`config.mk`:
```
export PLATFORM = sky130hd
export DESIGN_NAME = vfg_div
export DESIGN_NICKNAME = d
export VERILOG_FILES = /design/src/hw/rtl/vfg_div.sv
export SDC_FILE = /design/constraint.sdc
export NUM_CORES = 1
export LEC_CHECK = 0
export BUFFER_PORTS_ARGS = -buffer_cell sky130_fd_sc_hd__clkbuf_2
export CORE_MARGIN = 2
export CORE_UTILIZATION = 30
export DETAILED_ROUTE_END_ITERATION = 8
export SLEW_MARGIN = 25
export SYNTH_ARGS = -nofsm -noshare
export SYNTH_HDL_FRONTEND = slang
export SYNTH_SLANG_ARGS = --single-unit
```
`constraint.sdc`:
```
create_clock -name clk_i -period 7.7 [get_ports clk_i]
set_clock_uncertainty 0.15 [all_clocks]
set_input_delay 0.385 -clock clk_i [delete_from_list [all_inputs] [get_ports clk_i]]
set_output_delay 0.385 -clock clk_i [all_outputs]
set_load 0.05 [all_outputs]
```
`src/hw/rtl/vfg_div.sv`:
```
`timescale 1ns / 1ps
`default_nettype none

// Restoring divider, one quotient bit per cycle, MSB first.
// The caller guarantees the quotient fits in QW bits.
module vfg_div #(
  parameter int unsigned NW = 24,
  parameter int unsigned DW = 15,
  parameter int unsigned QW = 9
) (
  input  wire logic          clk_i,
  input  wire logic          rst_ni,
  input  wire logic          start_i,
  input  wire logic [NW-1:0] dividend_i,
  input  wire logic [DW-1:0] divisor_i,
  output logic               busy_o,
  output logic [QW-1:0]      quot_o
);

  localparam int unsigned SW   = DW + QW - 1;
  localparam int unsigned TW   = (NW > SW) ? NW : SW;
  localparam int unsigned CNTW = (QW > 1) ? $clog2(QW) : 1;

  logic            busy_q;
  logic [CNTW-1:0] cnt_q;
  logic [NW-1:0]   rem_q;
  logic [SW-1:0]   dsh_q;
  logic [QW-1:0]   quot_q;
  logic [TW-1:0]   rem_w, dsh_w, diff_w;
  logic            ge;

  assign rem_w  = TW'(rem_q);
  assign dsh_w  = TW'(dsh_q);
  assign ge     = rem_w >= dsh_w;
  assign diff_w = rem_w - dsh_w;

  // control
  always_ff @(posedge clk_i or negedge rst_ni) begin
    if (!rst_ni) begin
      busy_q <= 1'b0;
      cnt_q  <= '0;
    end else if (start_i) begin
      busy_q <= 1'b1;
      cnt_q  <= CNTW'(QW - 1);
    end else if (busy_q) begin
      if (cnt_q == '0) busy_q <= 1'b0;
      cnt_q <= cnt_q - 1'b1;
    end
  end

  // datapath: trial subtract of the shifted divisor
  always_ff @(posedge clk_i) begin
    if (start_i) begin
      rem_q  <= dividend_i;
      dsh_q  <= SW'(divisor_i) << (QW - 1);
      quot_q <= '0;
    end else if (busy_q) begin
      if (ge) rem_q <= NW'(diff_w);
      dsh_q  <= dsh_q >> 1;
      quot_q <= (quot_q << 1) | QW'(ge);
    end
  end

  assign busy_o = busy_q;
  assign quot_o = quot_q;

endmodule

`default_nettype wire

```
==> results of run 1 <==
## cell usage after synthesis, drive strengths merged, types with 7 or more instances
cell type / instances / share of area
a21oi: 30 / 0.039
buf: 8 / 0.0087
clkbuf: 12 / 0.012
dfxtp: 17 / 0.087
edfxtp: 39 / 0.30
ha: 25 / 0.080
inv: 31 / 0.030
mux2i: 18 / 0.046
nand2: 76 / 0.073
nand3: 9 / 0.012
nor2: 35 / 0.034
o21a: 7 / 0.014
o21ai: 46 / 0.061
xnor2: 10 / 0.022
## critical path, cell delays in order (launching register included)
cell and delay (ns):
edfxtp_1 0.35, inv_1 0.06, ha_1 0.16, inv_1 0.05
fa_1 0.40, a21o_1 0.20, a221oi_2 0.35, o21a_2 0.27
o221ai_4 0.14, o21ai_1 0.23, nand2_2 0.39
## metal layers
metal | GRT usage | up-vias | routed length (um)
li1 | - | 1648 | -
met1 | 0.176 | 1516 | 4330
met2 | 0.217 | 69 | 4180
met3 | 0.0388 | 9 | 367
met4 | 0.0407 | 0 | 98
met5 | 0 | - | 0
## path summary, 6_finish.rpt
check / slack, ns / cells past startpoint / start / to
setup / recovery: 4.54 / 10 / rem_q[0]$_DFFE_PP_ / rem_q[17]$_DFFE_PP_
hold / removal: 0.18 / 3 / divisor_i[7] / dsh_q[15]$_DFFE_PP_
max in group asynchronous: 7.00 / 2 / rst_ni / busy_o$_DFF_PN0_
setup reg to reg: 4.54 / 10 / rem_q[0]$_DFFE_PP_ / rem_q[17]$_DFFE_PP_
hold reg to reg: 0.36 / 2 / quot_o[8]$_SDFFE_PP0P_ / quot_o[8]$_SDFFE_PP0P_
min in group asynchronous: 0.26 / 2 / rst_ni / cnt_q[1]$_DFFE_PN0P_
## where the power goes
group          leakage, nW  internal [W]  switching (W)
combinational         1.26      0.000398       0.000637
sequential           0.612      0.000495      0.0000494
clock                0.144      0.000228       0.000154
total                 2.02       0.00112       0.000841
## cells by family (layout without fill, tap and decap cells)
logic type	after synthesis	after routing	synth area share
and+or+nand+nor	154	154	0.176
AOI/OAI and AO/OA	112	112	0.180
DFF	61	61	0.420
buffers and inverters	51	101	0.0501
adders and majority gates	26	26	0.0854
muxes	20	20	0.0530
xor gates and xnor gates	16	16	0.0360
## final cells by class
class,instances,area [sq um]
inverter,31,116
timing repair buffer,54,280
clock inverter,6,41.3
fill,1340,8070
multi-input combinational,328,2070
tap,172,215
sequential,61,1640
clock buffer,10,239
## flip-flops by register name, summed over array words and instances, names as in the netlist
register and count:
dsh_q 23, rem_q 24, cnt_q 4, quot_o 9, busy_o 1
## stage by stage
step / area [sq um] / power (W)
after floorplan: 3900 / 0.00135
after global routing: 4600 / 0.00213
after CTS: 4590 / 0.00197
final: 4600 / 0.00196
after detailed placement: 4300 / 0.00157
after global placement: 4300 / 0.00156
==> results_dict.tcl, run 1 <==
set metrics [dict create \
    outcome "complete, no violations" \
    crit_type "flip-flop to flip-flop" \
    gr-total-overflow 0 \
    cp_max_fo 24 \
    clk_pin_slew_ns 0.06 \
    dr.first_iter.drc_count 205 \
    netlist_instances 440 \
    wire_per_inst_um 13.6 \
    drive_above_1_share 0.165 \
    fin_crit_sh 0.411 \
    dp.cells 645 \
    max_clock_freq_mhz 316 \
    layout.nets 553 \
    synth-warning-count 0 \
    fin_cells 662 \
    final_common_cell "nand2_1" \
    cp.arrival_ns 2.95 \
    tightest_slew_ns 0.880 \
    cts_tree "yes" \
    syn2layout_area_growth_pct 17.9 \
    port_buffers 51 \
    grt_pass1_vias 3168 \
    cts_sinks 61 \
    fin_setup_tns_ns 0 \
    root_buffer "clkbuf_16" \
    vias_per_cell 4.90 \
    grt_util_all_layers 0.135 \
    maxSlewHeadroom 0.414 \
    maxCapViolCount 0 \
    dieWidth_um 118 \
    cts_setup_buffers 0 \
    cts_buffers 9 \
    ys_seq_area_frac 0.420 \
    antenna_found_initial 0 \
    synth_nets 508 \
    cp.required_ns 7.49 \
    drtAntennaViolNets 0 \
    dpl_worst_slack_ns 4.18 \
    p_per_area_nw_per_um2 427 \
    htreeDepth 3 \
    final_hold_viol_count 0 \
    gp_congestion 0.897 \
    start_util 0.308 \
    synth.avg_cell_area_sq_um 8.86 \
    ios 52 \
    fp-row-count 41 \
    cts_max_path_buffers 2 \
    synth_cell_type_count 54 \
    grt_pass1_wl_um 15100 \
    wl_um 8980 \
    crit_path_end_kind "flip-flop" \
    setup_slack_ns 4.54 \
    synth_edf_count 39 \
    core_area_sq_um 12700 \
    synthArstFlopShare 0.0820 \
    drt_drc_violations_left 0 \
    dpl.hpwl_um 6480 \
    die_area_sq_um 13900 \
    dr_total_vias 3242 \
    final_util 0.363 \
    hold_path_class "input port to flip-flop" \
    die_y_um 118 \
    cts_hold_buffers 1 \
    p_leak_nw 2.02 \
    dr.pass1.iters 4 \
    setup_viol 0 \
    clock_latency_ns 0.34 \
    grt_max_degree 97 \
    ys_ff_latch 61 \
    netlist_area_sq_um 3900 \
    rsz0062_at_grt "no" \
    post-route-min-period_ns 3.16 \
    ctsResizeCount 0 \
    cp-start-kind "flip-flop" \
    hold_ws_ns 0.182 \
    mostFrequentLayoutCells "nand2_1, clkbuf_2, edfxtp_1" \
    ir_worst_vdd_mv 0.139 \
    synthFlopType "edfxtp_1" \
    n_antenna_cell 0 \
    drv_slew 0 \
]
Power figures use the tool's default switching activity.
==> inputs of run 2 (changes only) <==
--- a/config.mk
+++ b/config.mk
@@ -5,6 +5,7 @@
 export SDC_FILE = /design/constraint.sdc
 export NUM_CORES = 1
 export LEC_CHECK = 0
+export ABC_AREA = 1
 export BUFFER_PORTS_ARGS = -buffer_cell sky130_fd_sc_hd__clkbuf_2
 export CORE_MARGIN = 2
 export CORE_UTILIZATION = 30
==> constraint.sdc (replaced) <==
create_clock -name clk_i -period 3.3 [get_ports clk_i]
set_clock_uncertainty 0.15 [all_clocks]
set_input_delay 0.165 -clock clk_i [delete_from_list [all_inputs] [get_ports clk_i]]
set_output_delay 0.165 -clock clk_i [all_outputs]
set_load 0.05 [all_outputs]
==> run 2 against run 1 <==
Net effect: non-clock buffer count is 40 higher; sequential share of layout area shrank 5.1 points; combinational power increased to 2.6 times the previous value; hold slack lost 0.14 ns; sequential power up 130%; clock power increased by 140%; final cell count increased by 35%; critical endpoint is now rem_q[14]$_DFFE_PP_.
==> results_dict.tcl, run 2 <==
set metrics [dict create \
    ir_worst_vdd_mv 0.394 \
    hold_path_class "input port to async pin" \
    cts_sinks 61 \
    setup_viol 0 \
    synth.avg_cell_area_sq_um 6.84 \
    path_buf_inv 3 \
    crit_start "rem_q[0]$_DFFE_PP_" \
    drtAntennaViolNets 0 \
    syn2layout_area_growth_pct 27.5 \
    maxCapViolCount 0 \
    cts_tree "yes" \
    place_area_sq_um 4690 \
    fin_setup_tns_ns 0 \
    total_power_w 0.00485 \
    dr.first_iter.drc_count 269 \
    synth_edf_count 39 \
    nFillCells 1517 \
    final_hold_viol_count 0 \
    cp.depth 14 \
    layout.nets 777 \
    fp-row-count 43 \
    dr.pass1.iters 5 \
    p_leak_nw 2.73 \
    ios 52 \
    synthFlopType "edfxtp_1" \
    htreeDepth 3 \
    cp_cell_sequence "inv_1 > ha_1 > inv_1 > fa_1 > nand2_1 > nand2_1 > and2_4 > nand2_4 > nand2_4 > nand2_1 > nand4_1 > nand2_1 > nand2_1 > buf_4" \
    wl_um 10800 \
    rr_endpoint "rem_q[14]$_DFFE_PP_" \
    worstReg2RegStart "rem_q[0]$_DFFE_PP_" \
    synth_top_area_frac 0.278 \
    cts_buffers 9 \
    die_area_sq_um 15000 \
    drive_above_1_share 0.113 \
    ys_ff_latch 61 \
    clk_pin_slew_ns 0.05 \
    final_common_cell "nand2_1" \
    outcome "complete, no violations" \
    endpoint "rem_q[14]$_DFFE_PP_" \
    fin_crit_sh 0.758 \
    synth_nets 683 \
    root_buffer "clkbuf_16" \
    ctsResizeCount 0 \
    cp_top_family "simple AND/OR/NAND/NOR gates" \
    synthArstFlopShare 0.0820 \
    post-route-min-period_ns 2.50 \
    clock_latency_ns 0.33 \
    crit_path_end_kind "flip-flop" \
    dr_total_vias 3956 \
    cp_max_fo 24 \
    cp.required_ns 3.19 \
    stdcell_area_sq_um 5360 \
    largest_register_ff_count 24 \
    wire_per_inst_um 12.1 \
    dpl.hpwl_um 8190 \
    cts_setup_buffers 0 \
    p_per_area_nw_per_um2 905 \
    dp.cells 840 \
    start_util 0.305 \
    die_y_um 122 \
    critPathSlowestCell "fa_1" \
    cp-start-kind "flip-flop" \
    synth_area_leader_cell "edfxtp_1" \
    mostFrequentLayoutCells "nand2_1, inv_1, clkbuf_2" \
    grt_max_degree 26 \
    dieWidth_um 122 \
    tightest_slew_ns 0.672 \
    core_area_sq_um 13800 \
    port_buffers 51 \
    maxSlewHeadroom 0.551 \
    grt_pass1_vias 3837 \
    fin_cells 894 \
    r2r_cells 14 \
    gp_congestion 0.889 \
    drt_drc_violations_left 0 \
    synth.most_common_cell "nand2_1" \
    synth-warning-count 0 \
    synth_cell_type_count 31 \
    max_clock_freq_mhz 400 \
    regMostFlops "rem_q" \
    netlist_instances 615 \
    crit_path_max_incr_delay_ns 0.42 \
    drv_slew 0 \
    ys_seq_area_frac 0.389 \
    antenna_found_initial 0 \
    r2r_slack_ns 0.80 \
    cp.arrival_ns 2.40 \
    synth_commonest_cells "nand2_1, inv_1, edfxtp_1, nand3_1, nor2_1" \
    grt_util_all_layers 0.155 \
    cts_max_path_buffers 2 \
    rsz0062_at_grt "no" \
    crit_top_cell "nand2_1" \
    gr-total-overflow 0 \
    n_antenna_cell 0 \
    vias_per_cell 4.43 \
    synth_area_leaders "edfxtp_1, nand2_1, inv_1, dfxtp_1, ha_1" \
    grt_pass1_wl_um 18300 \
    netlist_area_sq_um 4210 \
    crit_type "flip-flop to flip-flop" \
]
## run 2: how the worst min path moves through the flow
stage / from / end / slack, ns / cells past startpoint
after floorplan: rst_ni / busy_o$_DFF_PN0_ / -0.28 / 0
after global placement: rst_ni / cnt_q[1]$_DFFE_PN0P_ / -0.16 / 1
after detailed placement: rst_ni / cnt_q[3]$_DFFE_PN0P_ / -0.16 / 1
after CTS: rst_ni / cnt_q[3]$_DFFE_PN0P_ / 0.03 / 2
after global routing: rst_ni / cnt_q[1]$_DFFE_PN0P_ / 0.05 / 2
final: rst_ni / cnt_q[1]$_DFFE_PN0P_ / 0.04 / 2
## run 2: cells by family after synthesis
| family | share of synthesized area |
|---|---|
| DFF | 0.389 |
| adders and majority gates | 0.0791 |
| xor gates and xnor gates | 0.00208 |
| and+or+nand+nor | 0.340 |
| AOI/OAI and AO/OA | 0.0720 |
| buffers and inverters | 0.118 |
## run 2: power by group
part	total [W]	leakage [nW]	internal [W]	switching [W]
Sequential	0.00124	0.613	0.00115	0.0000906
Clock	0.000929	0.141	0.000598	0.000332
Combinational	0.00269	1.98	0.000926	0.00176
## run 2: per-stage QoR
stage	worst slack (ns)	util	hold WS, ns
2_1_floorplan	0.713	-	-0.281
3_3_place_gp	0.880	0.340	-0.160
3_5_place_dp	0.810	0.340	-0.160
4_1_cts	0.785	0.389	0.0255
5_1_grt	0.607	0.389	0.0483
6_report	0.798	0.389	0.0408
## run 2: timing repair
action,in CTS,in global routing
hold endpoints to repair,42,0
endpoints found under the setup margin,0,0
hold buffers,38,0
## run 2: per-layer routing
metal,share of wire,track usage
met5,0,0
met4,0.0078,0.0366
met3,0.057,0.0353
met2,0.43,0.242
met1,0.50,0.218
## run 2: final cells by class
class / count / area (sq um) / area share
multi-input combinational: 424 / 2070 / 0.387
sequential: 61 / 1640 / 0.305
timing repair buffer: 94 / 686 / 0.128
inverter: 119 / 447 / 0.0833
clock buffer: 11 / 243 / 0.0453
tap: 180 / 225 / 0.0420
clock inverter: 5 / 50.0 / 0.00933
